--- config.mk ---
export PLATFORM = sky130hd
export DESIGN_NAME = lfrl_engine
export DESIGN_NICKNAME = d
export VERILOG_FILES = /design/src/rtl/lfrl_pkg.sv /design/src/rtl/lfrl_engine.sv
export SDC_FILE = /design/constraint.sdc
export NUM_CORES = 1
export LEC_CHECK = 0
export BUFFER_PORTS_ARGS = -buffer_cell sky130_fd_sc_hd__buf_2
export CAP_MARGIN = 0
export CORE_AREA = 4 4 197 199
export DETAILED_ROUTE_END_ITERATION = 16
export DIE_AREA = 0 0 201 203
export SYNTH_ARGS = -nofsm -noshare
export SYNTH_HDL_FRONTEND = slang
export SYNTH_SLANG_ARGS = --single-unit
--- constraint.sdc ---
create_clock -name clk -period 9.4 [get_ports clk]
set_input_delay 1.41 -clock clk [delete_from_list [all_inputs] [get_ports clk]]
set_output_delay 1.41 -clock clk [all_outputs]
set_load 0.01 [all_outputs]
--- src/rtl/lfrl_pkg.sv ---
// Shared types and constants for the level file range lookup block.
// Used by the search engine, the result stage and the top level; no dependencies.
`default_nettype none

package lfrl_pkg;

  // Fixed widths of the external payload fields.
  localparam int unsigned REQ_W       = 2;
  localparam int unsigned LEVEL_W     = 3;
  localparam int unsigned SLOT_W      = 6;
  localparam int unsigned KEY_PORT_W  = 64;
  localparam int unsigned COUNT_W     = 7;
  localparam int unsigned HIT_LEVEL_W = 3;
  localparam int unsigned HIT_SLOT_W  = 6;

  // Internal hit record widths, large enough for the widest configuration.
  localparam int unsigned REC_LEVEL_W = 4;
  localparam int unsigned REC_SLOT_W  = 10;

  typedef enum logic [REQ_W-1:0] {
    REQ_WRITE  = 2'd0,
    REQ_COUNT  = 2'd1,
    REQ_LOOKUP = 2'd2
  } req_t;

  typedef enum logic [2:0] {
    ENG_IDLE,
    ENG_INIT,
    ENG_PROBE,
    ENG_CMP,
    ENG_ADV
  } eng_state_t;

  typedef enum logic {
    OUT_COLLECT,
    OUT_EMIT
  } out_state_t;

  // Handoff from the search engine to the result stage.
  typedef struct packed {
    logic                   hit;
    logic                   done;
    logic [REC_LEVEL_W-1:0] lvl;
    logic [REC_SLOT_W-1:0]  slot;
  } hit_rec_t;

endpackage

`default_nettype wire

--- src/rtl/lfrl_engine.sv ---
// Request decoder and search sequencer: range writes, level counts, and the
// per-level scan / binary search over the key range RAMs. Uses lfrl_pkg.
`default_nettype none

module lfrl_engine #(
  parameter int unsigned LEVELS          = 7,
  parameter int unsigned FILES_PER_LEVEL = 64,
  parameter int unsigned KEY_BITS        = 64,
  localparam int unsigned DEPTH = LEVELS * FILES_PER_LEVEL,
  localparam int unsigned AW    = (DEPTH > 1) ? $clog2(DEPTH) : 1
) (
  input  wire logic                               clk,
  input  wire logic                               rst,
  input  wire logic                               in_valid,
  output logic                                    in_ready,
  input  wire logic [lfrl_pkg::REQ_W-1:0]         req_type,
  input  wire logic [lfrl_pkg::LEVEL_W-1:0]       level,
  input  wire logic [lfrl_pkg::SLOT_W-1:0]        slot,
  input  wire logic [lfrl_pkg::KEY_PORT_W-1:0]    range_low,
  input  wire logic [lfrl_pkg::KEY_PORT_W-1:0]    range_high,
  input  wire logic [lfrl_pkg::COUNT_W-1:0]       file_count,
  input  wire logic [lfrl_pkg::KEY_PORT_W-1:0]    search_key,
  input  wire logic                               out_busy,
  output lfrl_pkg::hit_rec_t                      rec,
  output logic                                    ram_we,
  output logic [AW-1:0]                           ram_waddr,
  output logic [KEY_BITS-1:0]                     ram_wlow,
  output logic [KEY_BITS-1:0]                     ram_whigh,
  output logic [AW-1:0]                           ram_raddr,
  input  wire logic [KEY_BITS-1:0]                ram_rlow,
  input  wire logic [KEY_BITS-1:0]                ram_rhigh
);

  localparam int unsigned LW = (LEVELS > 1) ? $clog2(LEVELS) : 1;
  localparam int unsigned SW = $clog2(FILES_PER_LEVEL);
  localparam int unsigned CW = $clog2(FILES_PER_LEVEL + 1);
  localparam logic [AW-1:0] FPL_A     = AW'(FILES_PER_LEVEL);
  localparam logic [LW-1:0] LAST_LVL  = LW'(LEVELS - 1);
  localparam logic [CW-1:0] CNT_MAX   = CW'(FILES_PER_LEVEL);

  lfrl_pkg::eng_state_t state, state_next;
  logic [LW-1:0]       lvl, lvl_next;
  logic [CW-1:0]       span_lo, span_lo_next;
  logic [CW-1:0]       span_hi, span_hi_next;
  logic [SW-1:0]       mid, mid_next;
  logic [KEY_BITS-1:0] key, key_next;
  logic [CW-1:0]       counts [LEVELS];

  logic          level_ok;
  logic          slot_ok;
  logic          cnt_we;
  logic [CW-1:0] cnt_sat;
  logic [CW:0]   span_sum;
  logic [SW-1:0] probe_mid;
  logic          above;
  logic          below;

  assign level_ok = 32'(level) < LEVELS;
  assign slot_ok  = 32'(slot) < FILES_PER_LEVEL;
  assign cnt_sat  = (32'(file_count) > FILES_PER_LEVEL) ? CNT_MAX : CW'(file_count);

  // Level 0 is scanned in slot order; higher levels probe the midpoint.
  assign span_sum  = {1'b0, span_lo} + {1'b0, span_hi};
  assign probe_mid = (lvl == '0) ? SW'(span_lo) : SW'(span_sum >> 1);

  assign above = key > ram_rhigh;
  assign below = key < ram_rlow;

  assign ram_waddr = AW'(LW'(level)) * FPL_A + AW'(SW'(slot));
  assign ram_wlow  = range_low[KEY_BITS-1:0];
  assign ram_whigh = range_high[KEY_BITS-1:0];
  assign ram_raddr = AW'(lvl) * FPL_A + AW'(probe_mid);

  always_ff @(posedge clk) begin
    if (rst) begin
      state <= lfrl_pkg::ENG_IDLE;
      for (int i = 0; i < LEVELS; i++) begin
        counts[i] <= '0;
      end
    end else begin
      state <= state_next;
      if (cnt_we) begin
        counts[LW'(level)] <= cnt_sat;
      end
    end
  end

  always_ff @(posedge clk) begin
    lvl     <= lvl_next;
    span_lo <= span_lo_next;
    span_hi <= span_hi_next;
    mid     <= mid_next;
    key     <= key_next;
  end

  always_comb begin
    state_next   = state;
    lvl_next     = lvl;
    span_lo_next = span_lo;
    span_hi_next = span_hi;
    mid_next     = mid;
    key_next     = key;
    in_ready     = 1'b0;
    ram_we       = 1'b0;
    cnt_we       = 1'b0;
    rec          = '0;
    case (state)
      lfrl_pkg::ENG_IDLE: begin
        in_ready = !out_busy;
        if (in_valid && !out_busy) begin
          case (req_type)
            lfrl_pkg::REQ_WRITE: begin
              ram_we = level_ok && slot_ok;
            end
            lfrl_pkg::REQ_COUNT: begin
              cnt_we = level_ok;
            end
            lfrl_pkg::REQ_LOOKUP: begin
              key_next   = search_key[KEY_BITS-1:0];
              lvl_next   = '0;
              state_next = lfrl_pkg::ENG_INIT;
            end
            default: begin
            end
          endcase
        end
      end
      lfrl_pkg::ENG_INIT: begin
        span_lo_next = '0;
        span_hi_next = counts[lvl];
        state_next   = lfrl_pkg::ENG_PROBE;
      end
      lfrl_pkg::ENG_PROBE: begin
        if (span_lo < span_hi) begin
          mid_next   = probe_mid;
          state_next = lfrl_pkg::ENG_CMP;
        end else begin
          state_next = lfrl_pkg::ENG_ADV;
        end
      end
      lfrl_pkg::ENG_CMP: begin
        if (!above && !below) begin
          rec.hit    = 1'b1;
          rec.lvl    = lfrl_pkg::REC_LEVEL_W'(lvl);
          rec.slot   = lfrl_pkg::REC_SLOT_W'(mid);
          state_next = lfrl_pkg::ENG_ADV;
        end else begin
          if (above || lvl == '0) begin
            span_lo_next = CW'(mid) + CW'(1);
          end else begin
            span_hi_next = CW'(mid);
          end
          state_next = lfrl_pkg::ENG_PROBE;
        end
      end
      lfrl_pkg::ENG_ADV: begin
        if (lvl == LAST_LVL) begin
          rec.done   = 1'b1;
          state_next = lfrl_pkg::ENG_IDLE;
        end else begin
          lvl_next   = lvl + LW'(1);
          state_next = lfrl_pkg::ENG_INIT;
        end
      end
      default: begin
        state_next = lfrl_pkg::ENG_IDLE;
      end
    endcase
  end

endmodule

`default_nettype wire

## After elaboration in Yosys (flattened, before gate mapping)

Memory sizes are Yosys's and may differ from the RTL's. A register that Yosys moved wholly into a read port is not among the register bits.
Cells that the tools add are included.

- Bits in registers: 90
- Latch bits: 0
- Memory bits (writable): 49
- ROM bits: 0
- Input bits: 342
- Output and inout port bits: 164
- Word-level logic and storage cells: 88
- Memories kept: 1

Memories:

| memory | depth | bits a word | read ports | clocked after Yosys merged registers in | wr ports | line | RTL |
|---|---|---|---|---|---|---|---|
| counts | 7 | 7 | 1 | 1 | 7 | lfrl_engine.sv:47 | `logic [CW-1:0] counts [LEVELS];` |

- Add/subtract/negate cells: 5
- Multipliers: 0
- Div/mod/pow operators: 0
- Magnitude comparators: 5
- Eq/ne operators: 13
- Shift operators: 0
- Mux-type cells: 40
- Bitwise operators: 0
- Reductions and logical operators: 18

Operators with widths:

| cell | count |
|---|---|
| 64-bit greater-than comparator | 1 |
| 64-bit less-than comparator | 1 |
| 7-bit 2-to-1 mux | 6 |
| 7-bit one-hot mux with 2 select lines | 2 |
| 3-bit 2-to-1 mux | 9 |
| 9-bit by 6-bit adder with 9-bit output | 2 |
| 1-bit 2-to-1 mux | 18 |
| 3-bit one-hot mux with 5 select lines | 1 |
| 14-bit 2-to-1 mux | 1 |
| 13-bit 2-to-1 mux | 1 |
| 2-bit inequality test (second input constant) | 5 |
| 3-bit AND reduction | 3 |
| 6-bit by 1-bit adder with 7-bit output (second input constant) | 1 |
| 7-bit adder | 1 |
| 7-bit greater-than comparator (second input constant) | 1 |
| 7-bit less-than comparator | 1 |
| 7-bit OR reduction | 1 |
| 3-bit by 2-bit equality test with 1-bit output (second input constant) | 2 |
| 3-bit equality test (second input constant) | 2 |
| 3-bit logical NOT | 2 |
| 6-bit 2-to-1 mux | 1 |
| 3-bit one-hot mux with 2 select lines | 1 |
| 2-bit AND reduction | 2 |
| 4-bit AND reduction | 1 |
| 11 further kinds | 15 |

## Longest topological paths before layout

- Word-level depth: 9
- Depth in mapped cells: 11

## Least setup slack after synthesis

Ideal clock, no wire load.

- Path type: input port to flip-flop
- From: input port out_busy
- To: register key[0] (enable)
- Setup time: 0.494 ns
- Arrival: 4.615 ns
- Path slack: 4.291 ns
- Stages: 2
- Path buffers: 0
- Cells stage by stage: nor4bb_1 -> nor2b_1

- Word-level cells in the longest chain between the ends: 3

Ends and longest elaborated chain:

| what | line | RTL |
|---|---|---|
| from (decl) | lfrl_engine.sv:23 | `input wire logic out_busy,` |
| 1-bit logical NOT | lfrl_engine.sv:110 | `if (in_valid && !out_busy) begin` |
| 1-bit logical AND | lfrl_engine.sv:110 |  |
| 3-bit AND reduction (no source line) | -- |  |
| to (signal assigned) | lfrl_engine.sv:93 | `key <= key_next;` |
| to (decl) | lfrl_engine.sv:46 | `logic [KEY_BITS-1:0] key, key_next;` |

No other way between the ends.
A chain may end at the register's enable or synchronous reset.

==> qor.yml <==
layout_setup_ws_ns: 3.42
most-common-layout-cells: "buf_2 (232), inv_1 (148), ha_1 (142)"
drive_gt1_share_pct: 26.0
vias: 7341
pin_count: 506
grt_pass1_vias: 7738
placed_cells: 1571
grt_pass1_wl_um: 45500
powerDensity_nw_per_um2: 145
final_util_pct: 31.4
wl_per_cell_um: 18.9
clk_path_buf_depth: 2
critPathArrivalTime_ns: 4.57
ys_seq_area_share_pct: 41.9
row_count: 71
period_share_pct: 63.6
area_growth_pct: 12.6
instances_no_fill: 1605
hold_viol: 0
die_w_um: 201
leakagePower_nw: 5.45
startpoint_type: "input pin"
viasPerCell: 4.57
antenna_found_initial: 4
maxCapViolCount: 0
place_hpwl_um: 25400
antenna_left: 0
design.core.area_sq_um: 37200
clock_skew_ns: 0.00986
port_buffers: 232
period_needed_ns: 5.98
grtUsageTotal_pct: 14.7
yosysWarnings: 0
vdd_drop_max_uv: 162
cts_made_buffers: 17
die_h_um: 203
post_cts_buffers: 0
synth_edf_count: 136
cpPeakStageDelay_ns: 0.81
syn_area_per_cell_sq_um: 10.3
netlist_area_sq_um: 10400
worstSkewPairLatency_ns: 0.43
tns_ns: 0
cts_resized: 0
status: "complete, no violations"
maxSlewViolCount: 0
min_path_type: "reg2reg"
endpoint_kind: "primary output"
pre_cts_slack_ns: 3.09
fin_nets: 1601
grt_setup_unrepaired: "false"
yosys_most_used_dff: "edfxtp_1"
maxSlewHeadroom_pct: 32.3
dieArea_sq_um: 40800
max_freq_mhz: 167
crit_chain: "buf_2 > inv_1 > ha_1 > nand4_1 > nor4bb_1 > and2_1 > nand2_1 > nor3_1 > a21o_1 > and3_1 > and2_1 > buf_2"
worst_pin_slew_ns: 1.01
cts_max_level: 4
cts_tree: "built"
ys_types: 60
critPathMaxFanout: 10
final_common_cell: "buf_2"
finalWirelength_um: 30300
cts.sinks: 149
clk_pin_slew_ns: 0.06
crit_type: "in2out"
grt-ovfl-total: 0
drc_errors: 0
synth_cells: 1005
grt_max_degree: 65
required_ns: 7.99
cts_hold_buf: 0
slowest_stage: "nor4bb_1"
dr.pass1.iters: 4
clockRootBuffer: "clkbuf_16"
async_flop_share_pct: 0
drtIter0Drc: 398
fin_hold_ws_ns: 0.500
place_congestion: 0.898
start_util_pct: 27.9
ys_ff_latch: 149
setup_viol_count_final: 0
critical path: cells and delay by family:
kind            cells  cell delay [ns]
simple gates        7             2.41
fa+ha+maj           1             0.33
compound gates      1             0.14
buf+inv             3             0.27
through the flow:
stage | area (sq um) | total power (W)
global placement | 11100 | 0.000969
global route | 11700 | 0.00177
CTS | 11700 | 0.00171
finish | 11700 | 0.00169
floorplan | 10400 | 0.000940
detailed placement | 11100 | 0.000975
flip-flops by register name (all words and copies together), names as in the netlist, named ones only:
name and count:
state 3, span_lo 7, span_hi 7, key 64, mid 6, counts 56, lvl 3
layer usage:
layer,track usage (%),part of all wire [%]
met1,17.2,41
met2,25.6,50
met3,4.62,6.5
met4,5.16,2.8
met5,0,0
power by group:
group	total, W	switching [W]	internal [W]
logic	0.000202	0.000109	0.0000932
registers	0.000757	0.0000139	0.000743
clock network	0.000730	0.000304	0.000426
total	0.00169	0.000427	0.00126
worst paths after layout:
path	startpoint	endpoint	slack, ns	cells after the start
worst max-delay path	ram_rhigh[61]	rec[10]	3.42	12
worst max register to register	key[61]$_DFFE_PP_	span_hi[3]$_DFFE_PP_	5.81	9
worst min-delay path	counts[6][6]$_SDFFE_PP0P_	counts[6][6]$_SDFFE_PP0P_	0.50	2
worst min register to register	counts[6][6]$_SDFFE_PP0P_	counts[6][6]$_SDFFE_PP0P_	0.50	2
cells in the mapped netlist, drive strengths merged (4+ instances only):
| master | instances | share of area [%] |
|---|---|---|
| a21o | 7 | 0.51 |
| and2 | 10 | 0.60 |
| nor2b | 6 | 0.36 |
| mux4 | 14 | 3.0 |
| a21oi | 67 | 3.2 |
| o21ai | 20 | 0.96 |
| edfxtp | 136 | 39 |
| ha | 142 | 17 |
| inv | 149 | 5.4 |
| nand2 | 53 | 1.9 |
| dfxtp | 13 | 2.5 |
| xor2 | 4 | 0.34 |
| nand2b | 9 | 0.54 |
| mux2i | 14 | 1.4 |
| and3 | 4 | 0.24 |
| nand3 | 20 | 0.96 |
| clkbuf | 6 | 0.23 |
| o21bai | 6 | 0.43 |
| and4 | 6 | 0.51 |
| nor2 | 88 | 3.3 |
| nand4 | 16 | 0.96 |
| xnor2 | 5 | 0.42 |
| nor3 | 9 | 0.54 |
| o211ai | 5 | 0.36 |
| or3 | 5 | 0.35 |
| buf | 147 | 11 |
| a211oi | 10 | 0.72 |
final cells by class:
class                      count  area, sq um
clock buffer                  17          425
clock inverter                15          190
tap                          474          593
antenna                        2         5.00
multi-input combinational    565         4400
timing repair buffer         234         1180
sequential                   149         4340
fill                        3812        25500
inverter                     149          559
cells by family (layout without fill, tap and decap cells):
family | count (synthesis) | in the layout | share of synthesized area [%]
buf+inv | 302 | 415 | 16.2
simple gates | 236 | 236 | 11.2
flops | 149 | 149 | 41.9
fa+ha+maj | 143 | 143 | 17.3
compound gates | 134 | 134 | 7.86
mux | 31 | 31 | 4.71
xor+xnor | 9 | 9 | 0.760
other cells | 1 | 14 | 0.0361
Power figures use the tool's default switching activity.
