===== config.mk =====
export PLATFORM = sky130hd
export DESIGN_NAME = lfrl_out
export DESIGN_NICKNAME = d
export VERILOG_FILES = /design/src/rtl/lfrl_pkg.sv /design/src/rtl/lfrl_out.sv
export SDC_FILE = /design/constraint.sdc
export NUM_CORES = 1
export LEC_CHECK = 0
export BUFFER_PORTS_ARGS = -buffer_cell sky130_fd_sc_hd__buf_2
export CORE_MARGIN = 5
export CORE_UTILIZATION = 53
export CTS_CLUSTER_SIZE = 24
export DETAILED_ROUTE_END_ITERATION = 10
export PLACE_DENSITY_LB_ADDON = 0.08
export SETUP_SLACK_MARGIN = 0.3
export SYNTH_ARGS = -nofsm -noshare
export SYNTH_HDL_FRONTEND = slang
export SYNTH_SLANG_ARGS = --single-unit

===== constraint.sdc =====
create_clock -name clk -period 2.2 [get_ports clk]
set_input_delay 0.33 -clock clk [delete_from_list [all_inputs] [get_ports clk]]
set_output_delay 0.33 -clock clk [all_outputs]
set_load 0.01 [all_outputs]

===== src/rtl/lfrl_pkg.sv =====
// Shared types and constants for the level file range lookup block.
// Used by the search engine, the result stage and the top level; no dependencies.
`default_nettype none

package lfrl_pkg;

  // Fixed widths of the external payload fields.
  localparam int unsigned REQ_W       = 2;
  localparam int unsigned LEVEL_W     = 3;
  localparam int unsigned SLOT_W      = 6;
  localparam int unsigned KEY_PORT_W  = 64;
  localparam int unsigned COUNT_W     = 7;
  localparam int unsigned HIT_LEVEL_W = 3;
  localparam int unsigned HIT_SLOT_W  = 6;

  // Internal hit record widths, large enough for the widest configuration.
  localparam int unsigned REC_LEVEL_W = 4;
  localparam int unsigned REC_SLOT_W  = 10;

  typedef enum logic [REQ_W-1:0] {
    REQ_WRITE  = 2'd0,
    REQ_COUNT  = 2'd1,
    REQ_LOOKUP = 2'd2
  } req_t;

  typedef enum logic [2:0] {
    ENG_IDLE,
    ENG_INIT,
    ENG_PROBE,
    ENG_CMP,
    ENG_ADV
  } eng_state_t;

  typedef enum logic {
    OUT_COLLECT,
    OUT_EMIT
  } out_state_t;

  // Handoff from the search engine to the result stage.
  typedef struct packed {
    logic                   hit;
    logic                   done;
    logic [REC_LEVEL_W-1:0] lvl;
    logic [REC_SLOT_W-1:0]  slot;
  } hit_rec_t;

endpackage

`default_nettype wire


===== src/rtl/lfrl_out.sv =====
// Result stage: collects per-level hits of one lookup, then walks the levels
// and drives the output register with the last beat marked. Uses lfrl_pkg.
`default_nettype none

module lfrl_out #(
  parameter int unsigned LEVELS = 7
) (
  input  wire logic                                clk,
  input  wire logic                                rst,
  input  lfrl_pkg::hit_rec_t                       rec,
  output logic                                     busy,
  output logic                                     out_valid,
  input  wire logic                                out_ready,
  output logic                                     found,
  output logic [lfrl_pkg::HIT_LEVEL_W-1:0]         hit_level,
  output logic [lfrl_pkg::HIT_SLOT_W-1:0]          hit_slot,
  output logic                                     last
);

  localparam int unsigned LW = (LEVELS > 1) ? $clog2(LEVELS) : 1;

  lfrl_pkg::out_state_t state, state_next;
  logic [LEVELS-1:0]                  hit_vec, hit_vec_next;
  logic [lfrl_pkg::HIT_SLOT_W-1:0]    hit_slots [LEVELS];
  logic [LW-1:0]                      walk, walk_next;
  logic                               out_valid_next;
  logic                               found_next;
  logic [lfrl_pkg::HIT_LEVEL_W-1:0]   hit_level_next;
  logic [lfrl_pkg::HIT_SLOT_W-1:0]    hit_slot_next;
  logic                               last_next;
  logic                               more_above;
  logic                               slot_free;

  assign busy      = state == lfrl_pkg::OUT_EMIT;
  assign slot_free = !out_valid || out_ready;

  // Any hit in a level above the one being walked means this beat is not last.
  always_comb begin
    more_above = 1'b0;
    for (int i = 0; i < LEVELS; i++) begin
      if (LW'(i) > walk && hit_vec[i]) begin
        more_above = 1'b1;
      end
    end
  end

  always_ff @(posedge clk) begin
    if (rst) begin
      state     <= lfrl_pkg::OUT_COLLECT;
      hit_vec   <= '0;
      out_valid <= 1'b0;
    end else begin
      state     <= state_next;
      hit_vec   <= hit_vec_next;
      out_valid <= out_valid_next;
    end
  end

  always_ff @(posedge clk) begin
    walk      <= walk_next;
    found     <= found_next;
    hit_level <= hit_level_next;
    hit_slot  <= hit_slot_next;
    last      <= last_next;
    if (rec.hit) begin
      hit_slots[LW'(rec.lvl)] <= lfrl_pkg::HIT_SLOT_W'(rec.slot);
    end
  end

  always_comb begin
    state_next     = state;
    hit_vec_next   = hit_vec;
    walk_next      = walk;
    out_valid_next = out_valid && !out_ready;
    found_next     = found;
    hit_level_next = hit_level;
    hit_slot_next  = hit_slot;
    last_next      = last;
    case (state)
      lfrl_pkg::OUT_COLLECT: begin
        if (rec.hit) begin
          hit_vec_next[LW'(rec.lvl)] = 1'b1;
        end
        if (rec.done) begin
          walk_next  = '0;
          state_next = lfrl_pkg::OUT_EMIT;
        end
      end
      lfrl_pkg::OUT_EMIT: begin
        if (slot_free) begin
          if (hit_vec == '0) begin
            out_valid_next = 1'b1;
            found_next     = 1'b0;
            hit_level_next = '0;
            hit_slot_next  = '0;
            last_next      = 1'b1;
            state_next     = lfrl_pkg::OUT_COLLECT;
          end else if (hit_vec[walk]) begin
            out_valid_next = 1'b1;
            found_next     = 1'b1;
            hit_level_next = lfrl_pkg::HIT_LEVEL_W'(walk);
            hit_slot_next  = hit_slots[walk];
            last_next      = !more_above;
            if (!more_above) begin
              hit_vec_next = '0;
              state_next   = lfrl_pkg::OUT_COLLECT;
            end else begin
              walk_next = walk + LW'(1);
            end
          end else begin
            walk_next = walk + LW'(1);
          end
        end
      end
      default: begin
        state_next = lfrl_pkg::OUT_COLLECT;
      end
    endcase
  end

endmodule

`default_nettype wire


# --- After elaboration in Yosys (flattened, before gate mapping) ---
# Memory sizes are Yosys's and may differ from the RTL's. A register that Yosys moved wholly into a read port is not among the register bits.
# Index checks and enable logic that the tools add are counted.
word_totals:
  mem_bits_rw: 42
  n_memories: 1
  reg_bits: 17
  wordCells: 84
  input_bits: 19
  output_inout_bits: 13
classes:
  n_reduce_logical: 18
  addsub: 1
  bitwise_logic: 2
  muxes: 38
  eq_ne: 7
  magnitude_cmp: 10
memory_table:
  columns: ["memory", "words", "width", "rd", "rd_ports_with_merged_regs", "write_ports", "line", "rtl"]
  rows:
  - ["hit_slots", 7, 6, 1, 1, 1, "lfrl_out.sv:24", "logic [lfrl_pkg::HIT_SLOT_W-1:0] hit_slots [LEVELS];"]
ops:
  columns: ["op", "count"]
  rows:
  - ["$mux 7", 5]
  - ["$mux 1", 22]
  - ["$mux 3", 6]
  - ["$pmux 7 s2", 1]
  - ["$gt 3x3->1 const A", 3]
  - ["$logic_and 1x1->1", 9]
  - ["$lt 3x4->1 const B", 2]
  - ["$ne 2x2->1 const B", 4]
  - ["$logic_not 7->1", 1]
  - ["$or 7x7->7", 1]
  - ["$gt 1x3->1 const A", 2]
  - ["$gt 2x3->1 const A", 2]
  - ["$pmux 3 s2", 1]
  - ["$reduce_and 5->1", 1]
  - ["$ne 2x1->1 const B", 2]
  - ["$reduce_and 4->1", 1]
  - ["$add 3x1->3 const B", 1]
  - ["$bmux 1 s3", 1]
  - ["$demux 1 s3", 1]
  - ["$ge 3x1->1 const B", 1]
  - ["$logic_not 1->1", 3]
  - ["$ne 3x3->1 const B", 1]
  - ["$reduce_and 3->1", 1]
  - ["$pmux 1 s2", 1]
  - ["other kinds (3)", 3]

# --- Logic depth before layout (Yosys ltp) ---
# Gate-level depths: netlist (run 1).
depth:
  depth_word: 14
  mapped_depth: 8
  ltp_nobuf: 7

# --- Worst setup path before layout (run 1) ---
# OpenSTA, ideal clock, no wires.
synth_path:
  path_kind: "reg-to-reg"
  from: "register hit_vec[2]"
  to: "register found (enable)"
  stages_incl_launch_ff: 5
  path_slack_ns: 0.209
  n_path_buf: 0
  synth_period_minus_slack_ns: 1.991
  t_required_ns: 1.822
  arrival_time_ns: 1.612
  setup_ns: 0.378
  cell_sequence: "dfxtp_1 > or4_1 > nor2_1 > nor2_1 > nor2_1"
synth_via:
  elab_chain_cells: 4
  word_cells_on_any_way: 5
  classes_between: "mux: 2; reduce/logical: 3"
synth_lines:
  columns: ["item", "line", "rtl"]
  rows:
  - ["from (decl)", "lfrl_out.sv:23", "logic [LEVELS-1:0] hit_vec, hit_vec_next;"]
  - ["from (signal assigned)", "lfrl_out.sv:54", "hit_vec <= hit_vec_next;"]
  - ["$bmux 1 s3", "lfrl_out.sv:98", "end else if (hit_vec[walk]) begin"]
  - ["$mux 1 (not written as such)", "lfrl_out.sv:98", null]
  - ["$reduce_bool 2->1 (no source line) *", null, null]
  - ["$reduce_and 3->1 (no source line) *", null, null]
  - ["to (signal assigned)", "lfrl_out.sv:61", "found <= found_next;"]
  - ["to (decl)", "lfrl_out.sv:14", "output logic found,"]
# Mark *: on every way between the ends. The rest lies on a longest branch, timed or not. The select of a mux whose other input is x is not followed.
# A chain may end at the register's enable or synchronous reset.

# --- Worst setup path after layout (run 1) ---
layout_path:
  from: "register walk[1]"
  to: "register walk[1] (enable)"
layout_via:
  elab_chain_cells: 11
  word_cells_on_any_way: 25
  classes_between: "order compare: 7; eq/ne: 1; mux: 9; reduce/logical: 8"
layout_lines:
  columns: ["item", "line", "rtl"]
  rows:
  - ["from (decl)", "lfrl_out.sv:25", "logic [LW-1:0] walk, walk_next;"]
  - ["from (signal assigned)", "lfrl_out.sv:60", "walk <= walk_next;"]
  - ["$gt 1x3->1", "lfrl_out.sv:41", "if (LW'(i) > walk && hit_vec[i]) begin"]
  - ["$logic_and 1x1->1", "lfrl_out.sv:41", null]
  - ["$mux 1 (7 in a row)", "lfrl_out.sv:41", null]
  - ["$ne 3x3->1 (no source line) *", null, null]
  - ["$reduce_and 4->1 (no source line) *", null, null]
# Marks and branches as above.

==> flow_metrics.py, run 1 <==
metrics = {
    "detailed_routing": {
        "vias": 1619,
        "antenna_left": 0,
        "routed_wirelength_um": 5110,
        "first_pass_iters": 4,
        "drt_iter0_markers": 118,
        "vias_per_cell": 5.21,
        "routedWlPerCell_um": 16.4,
        "drc": 0,
    },
    "die": {
        "die_width_um": 81.7,
        "io_pins": 32,
        "die-area_um2": 6680,
        "start_util_pct": 54.1,
        "core_area_um2": 5040,
        "die_y_um": 81.7,
        "num_rows": 26,
    },
    "power_and_ir_drop": {
        "vdd.ir_drop.worst_v": 0.000438,
        "power_density_nw_per_um2": 822,
        "leakagePower_nw": 1.26,
    },
    "clock_network": {
        "cts.htree.levels": 3,
        "clk_latency_ps": 330,
        "clockBufferDepth": 2,
        "cts-hold-fix-buffers": 0,
        "numCtsBuffers": 9,
        "root_buffer": "clkbuf_8",
        "cts_tree": "built",
        "clkSinkCount": 65,
        "cts.clk_slew.worst_paths_ps": 60,
    },
    "grt": {
        "grt_overflow_total": 0,
        "grt_max_degree": 14,
        "antenna_found_initial": 0,
        "grt_pass1_wl_um": 8000,
        "grt_pass1_vias": 1578,
        "gr-usage-all-layers_pct": 17.1,
    },
    "placement": {
        "post-place-ws_ps": 180,
        "gp_congestion": 0.836,
        "dpl.hpwl_um": 3440,
        "io_buffers": 26,
    },
    "flow_run": {
        "cap_violations": 0,
    },
    "yosys": {
        "synth_area_leaders": "edfxtp_1 (62%), dfxtp_1 (6.6%), mux4_2 (5.0%)",
        "synth_cell_type_count": 35,
        "ys_seq_elements": 65,
        "postSynthAreaPerCell_um2": 14.6,
        "synth_top_area_cell": "edfxtp_1",
        "synth_fp_nets": 208,
        "synthesis.area_um2": 2730,
        "synth_warnings": 0,
        "synth-edff-count": 56,
        "synthArstFlopShare_pct": 0,
        "netlist_instances": 187,
        "synthFlopType": "edfxtp_1",
        "synth_top_area_share_pct": 61.7,
        "ys_seq_area_share_pct": 68.3,
    },
    "timing": {
        "holdWs_ps": 255,
        "final-setup-viol-count": 0,
        "worst_pin_slew_ps": 442,
        "slew_violations": 0,
        "max_freq_mhz": 524,
        "slew_headroom_pct": 70.5,
        "worst_slack_ps": 291,
        "hold_viol": 0,
        "setup_tns_ps": 0,
        "period_share_pct": 86.8,
        "finClkSkew_ps": 10.0,
        "min_period_ps": 1910,
        "grt_setup_unrepaired": "true",
    },
    "layout": {
        "final_cell_mix": "edfxtp_1 (56), buf_2 (26), nor2_1 (19)",
        "final_common_cell": "edfxtp_1",
        "antenna_cells": 0,
        "areaGrowthSynthToFinish_pct": 22.5,
        "finalNetCount": 258,
        "drive_above_1_share_pct": 34.9,
    },
    "run_status": {
        "status": "completed",
    },
    "setup_path": {
        "path_cells": "buf_6, mux2_2, a21oi_2, o21ai_2, nor2b_4, o32ai_4",
        "cp_max_fo": 4,
        "critical_path_arrival_ps": 1910,
        "endpoint_kind": "flop",
        "worst-path-buf-inv": 1,
        "slowest_delay_ps": 450,
        "crit_path_top_delay_cell": "edfxtp_1",
        "cp-start-kind": "flop",
        "crit_type": "flop to flop",
        "cp_top_family": "compound AO/OA/AOI/OAI gates",
        "critPathRequiredTime_ps": 2200,
    },
    "hold_path": {
        "hold_class": "primary input to flop",
    },
}
-- worst paths after layout --
path         startpoint              end  slack (ps)  depth (start not counted)
max             walk[1]          walk[1]         290                          6
min              rec[2]  hit_slots[5][2]         250                          1
max reg2reg     walk[1]          walk[1]         290                          6
min reg2reg  hit_vec[0]       hit_vec[0]         560                          2
-- through the flow --
stage / instances / utilization, % / instance area (µm²) / total power, mW
3_3_place_gp: 286 / 59.5 / 3000 / 1.79
4_1_cts: 308 / 64.6 / 3260 / 2.73
3_5_place_dp: 286 / 59.5 / 3000 / 1.80
6_report: 311 / 66.2 / 3340 / 2.74
2_1_floorplan: 187 / - / 2740 / 1.69
5_1_grt: 311 / 66.2 / 3340 / 2.86
-- synth_stat cells, types with 2 or more instances --
master and n:
mux2i_1 12, o21ai_0 8, edfxtp_1 56, nor2b_1 7
buf_2 3, nand2b_1 4, nor2_1 20, inv_1 6
ha_1 2, nor3_1 9, clkbuf_1 4, a21oi_1 8
nand2_1 11, dfxtp_1 9, and3b_1 2, mux4_2 6
and2_1 2
-- registers in the layout, summed over array words and instances, names as in the netlist --
signal / flops
busy: 1
found: 1
hit_level: 3
hit_slot: 6
hit_slots: 42
hit_vec: 7
last: 1
out_valid: 1
walk: 3
-- area by class of cell --
cell class                 count  area, µm²
clock buffer                  10        128
clock inverter                 5       47.5
fill                         376       1700
inverter                       6       22.5
multi-input combinational    106        850
sequential                    65       1860
tap                           70       87.6
timing repair buffer          49        343
-- repair_timing --
| action | in CTS | in global routing |
|---|---|---|
| resized for setup | 4 | 16 |
| pin swaps | 4 | 9 |
| setup endpoints to repair | 10 | 27 |
| buffers inserted | 7 | 3 |
-- cell families after synthesis --
logic type | after synthesis | synth area share (%)
simple gates | 59 | 11.0
buf+inv | 16 | 2.75
compound gates | 24 | 5.97
fa+ha+maj | 2 | 0.918
flops | 65 | 68.3
mux | 20 | 10.7
xor+xnor | 1 | 0.321
-- per-layer routing --
| metal | track usage [%] | share of wire [%] | vias to the layer above |
|---|---|---|---|
| met4 | 8.47 | 1.5 | 0 |
| met2 | 27.3 | 49 | 50 |
| met3 | 3.73 | 5.2 | 6 |
| li1 | - | - | 796 |
| met5 | 0 | 0 | - |
| met1 | 22.1 | 44 | 767 |
-- report_power, final --
part | internal, mW | total [mW] | switching, mW
Sequential | 1.41 | 1.44 | 0.0306
Clock | 0.505 | 0.903 | 0.398
Combinational | 0.188 | 0.398 | 0.210
Total | 2.10 | 2.74 | 0.639
No activity file was read; power rests on OpenSTA's default activity.
==> run 2, diff against run 1 <==
--- a/config.mk
+++ b/config.mk
@@ -7,7 +7,7 @@
 export LEC_CHECK = 0
 export BUFFER_PORTS_ARGS = -buffer_cell sky130_fd_sc_hd__buf_2
 export CORE_MARGIN = 5
-export CORE_UTILIZATION = 53
+export CORE_UTILIZATION = 57
 export CTS_CLUSTER_SIZE = 24
 export DETAILED_ROUTE_END_ITERATION = 10
 export PLACE_DENSITY_LB_ADDON = 0.08
@@ -15,3 +15,4 @@
 export SYNTH_ARGS = -nofsm -noshare
 export SYNTH_HDL_FRONTEND = slang
 export SYNTH_SLANG_ARGS = --single-unit
+export TNS_END_PERCENT = 30
==> flow_metrics.py, run 2 (synthesized netlist as in run 1, its figures left out) <==
metrics = {
    "run_status": {
        "status": "completed",
    },
    "timing": {
        "hold_viol": 0,
        "min_period_ps": 1960,
        "setup_tns_ps": 0,
        "grt_setup_unrepaired": "true",
        "final-setup-viol-count": 0,
        "max_freq_mhz": 509,
        "worst_pin_slew_ps": 659,
        "slew_headroom_pct": 55.9,
        "finClkSkew_ps": 4.60,
        "slew_violations": 0,
        "period_share_pct": 89.3,
    },
    "power_and_ir_drop": {
        "power_density_nw_per_um2": 850,
        "leakagePower_nw": 1.22,
        "vdd.ir_drop.worst_v": 0.000691,
    },
    "hold_path": {
        "hold_class": "primary input to flop",
    },
    "placement": {
        "gp_congestion": 0.840,
        "place_inst": 268,
        "dpl.hpwl_um": 3390,
        "io_buffers": 26,
    },
    "detailed_routing": {
        "vias": 1659,
        "routedWlPerCell_um": 17.2,
        "antenna_left": 0,
        "drt_iter0_markers": 115,
        "vias_per_cell": 5.70,
        "first_pass_iters": 4,
        "drc": 0,
        "routed_wirelength_um": 5010,
    },
    "setup_path": {
        "endpoint_kind": "flop",
        "critical_path_arrival_ps": 2020,
        "crit-reg2reg-launch": "walk[0]",
        "cp-start-kind": "flop",
        "crit_type": "flop to flop",
        "cp_max_fo": 4,
        "r2r_slack_ps": 240,
        "endpoint": "walk[1]",
        "reg2reg_depth": 6,
        "cp-startpoint": "walk[0]",
        "critPathRequiredTime_ps": 2250,
        "worstReg2RegEnd": "walk[1]",
    },
    "grt": {
        "grt_overflow_total": 0,
        "antenna_found_initial": 0,
        "grt_pass1_vias": 1716,
        "gr-usage-all-layers_pct": 18.7,
        "grt_pass1_wl_um": 8580,
        "grt_max_degree": 19,
    },
    "layout": {
        "final_cells": 291,
        "final_common_cell": "edfxtp_1",
        "regMostFlops": "hit_slots",
        "antenna_cells": 0,
        "final_cell_mix": "edfxtp_1 (56), buf_2 (26), nor2_1 (19)",
        "num-fill-cells": 350,
        "largest_reg_flops": 42,
        "reg_top3": "hit_slots x42, hit_vec x7, hit_slot x6",
        "drive_above_1_share_pct": 28.7,
        "areaGrowthSynthToFinish_pct": 17.3,
        "finalNetCount": 253,
    },
    "die": {
        "die_width_um": 79.2,
        "core_area_um2": 4690,
        "num_rows": 25,
        "start_util_pct": 58.1,
        "die_y_um": 79.2,
        "io_pins": 32,
        "die-area_um2": 6270,
    },
    "clock_network": {
        "numCtsBuffers": 9,
        "cts_tree": "built",
        "cts.clk_slew.worst_paths_ps": 60,
        "root_buffer": "clkbuf_8",
        "clk_latency_ps": 330,
        "clkSinkCount": 65,
        "cts.htree.levels": 3,
        "clockBufferDepth": 2,
        "cts-hold-fix-buffers": 0,
    },
    "flow_run": {
        "cap_violations": 0,
    },
}
## run 2: power by group
group / switching [mW] / leakage [nW] / internal (mW)
sequential: 0.0287 / 0.590 / 1.41
combinational: 0.193 / 0.540 / 0.160
clock: 0.414 / 0.0898 / 0.511
total: 0.636 / 1.22 / 2.08
## run 2: layer usage
layer  part of all wire (%)  global-route usage, %  vias up
met1                     41                   21.9      814
met2                     52                   31.5       50
met4                    1.8                   9.11        0
met3                    5.4                   5.44        9
met5                      0                      0        -
li1                       -                      -      786
## run 2: worst min path at each step
stage	from	to	slack, ps	cells past startpoint
6_report	rec[0]	hit_slots[1][0]	250	1
5_1_grt	rec[0]	hit_slots[4][0]	230	1
4_1_cts	rec[0]	hit_slots[1][0]	230	1
3_5_place_dp	hit_vec[6]	hit_vec[6]	530	2
3_3_place_gp	hit_vec[0]	hit_vec[0]	520	2
2_1_floorplan	rec[0]	hit_slots[0][0]	430	0
## run 2: area by class of cell
cell class / count / area, µm² / share of cell area [%]
clock buffer: 11 / 131 / 4.11
clock inverter: 5 / 46.3 / 1.45
inverter: 6 / 22.5 / 0.704
multi-input combinational: 106 / 792 / 24.8
sequential: 65 / 1860 / 58.2
tap: 54 / 67.6 / 2.11
timing repair buffer: 44 / 278 / 8.68
## run 2: what timing repair did
| item | 4_1_cts | 5_1_grt |
|---|---|---|
| endpoints found under the setup margin | 11 | 26 |
| resized for setup | 0 | 1 |
| buffers inserted | 6 | 1 |
| pin swaps | 0 | 2 |
## run 2: worst max-delay path, cell delays in order, from the launching register on
cell      delay [ps]
edfxtp_1         450
mux4_2           520
nand2_1           90
o21ai_2           60
nor2b_1          140
o32ai_1          240
buf_4            180
## run 2: stage by stage
stage	hold WS [ps]	setup slack, ps	total power, mW	utilization, %	cell area, µm²
global placement	525	182	1.79	63.3	2970
CTS	234	253	2.74	68.0	3190
finish	251	235	2.72	68.2	3200
detailed placement	531	149	1.80	63.3	2970
floorplan	429	233	1.69	-	2730
global route	233	131	2.85	68.2	3200
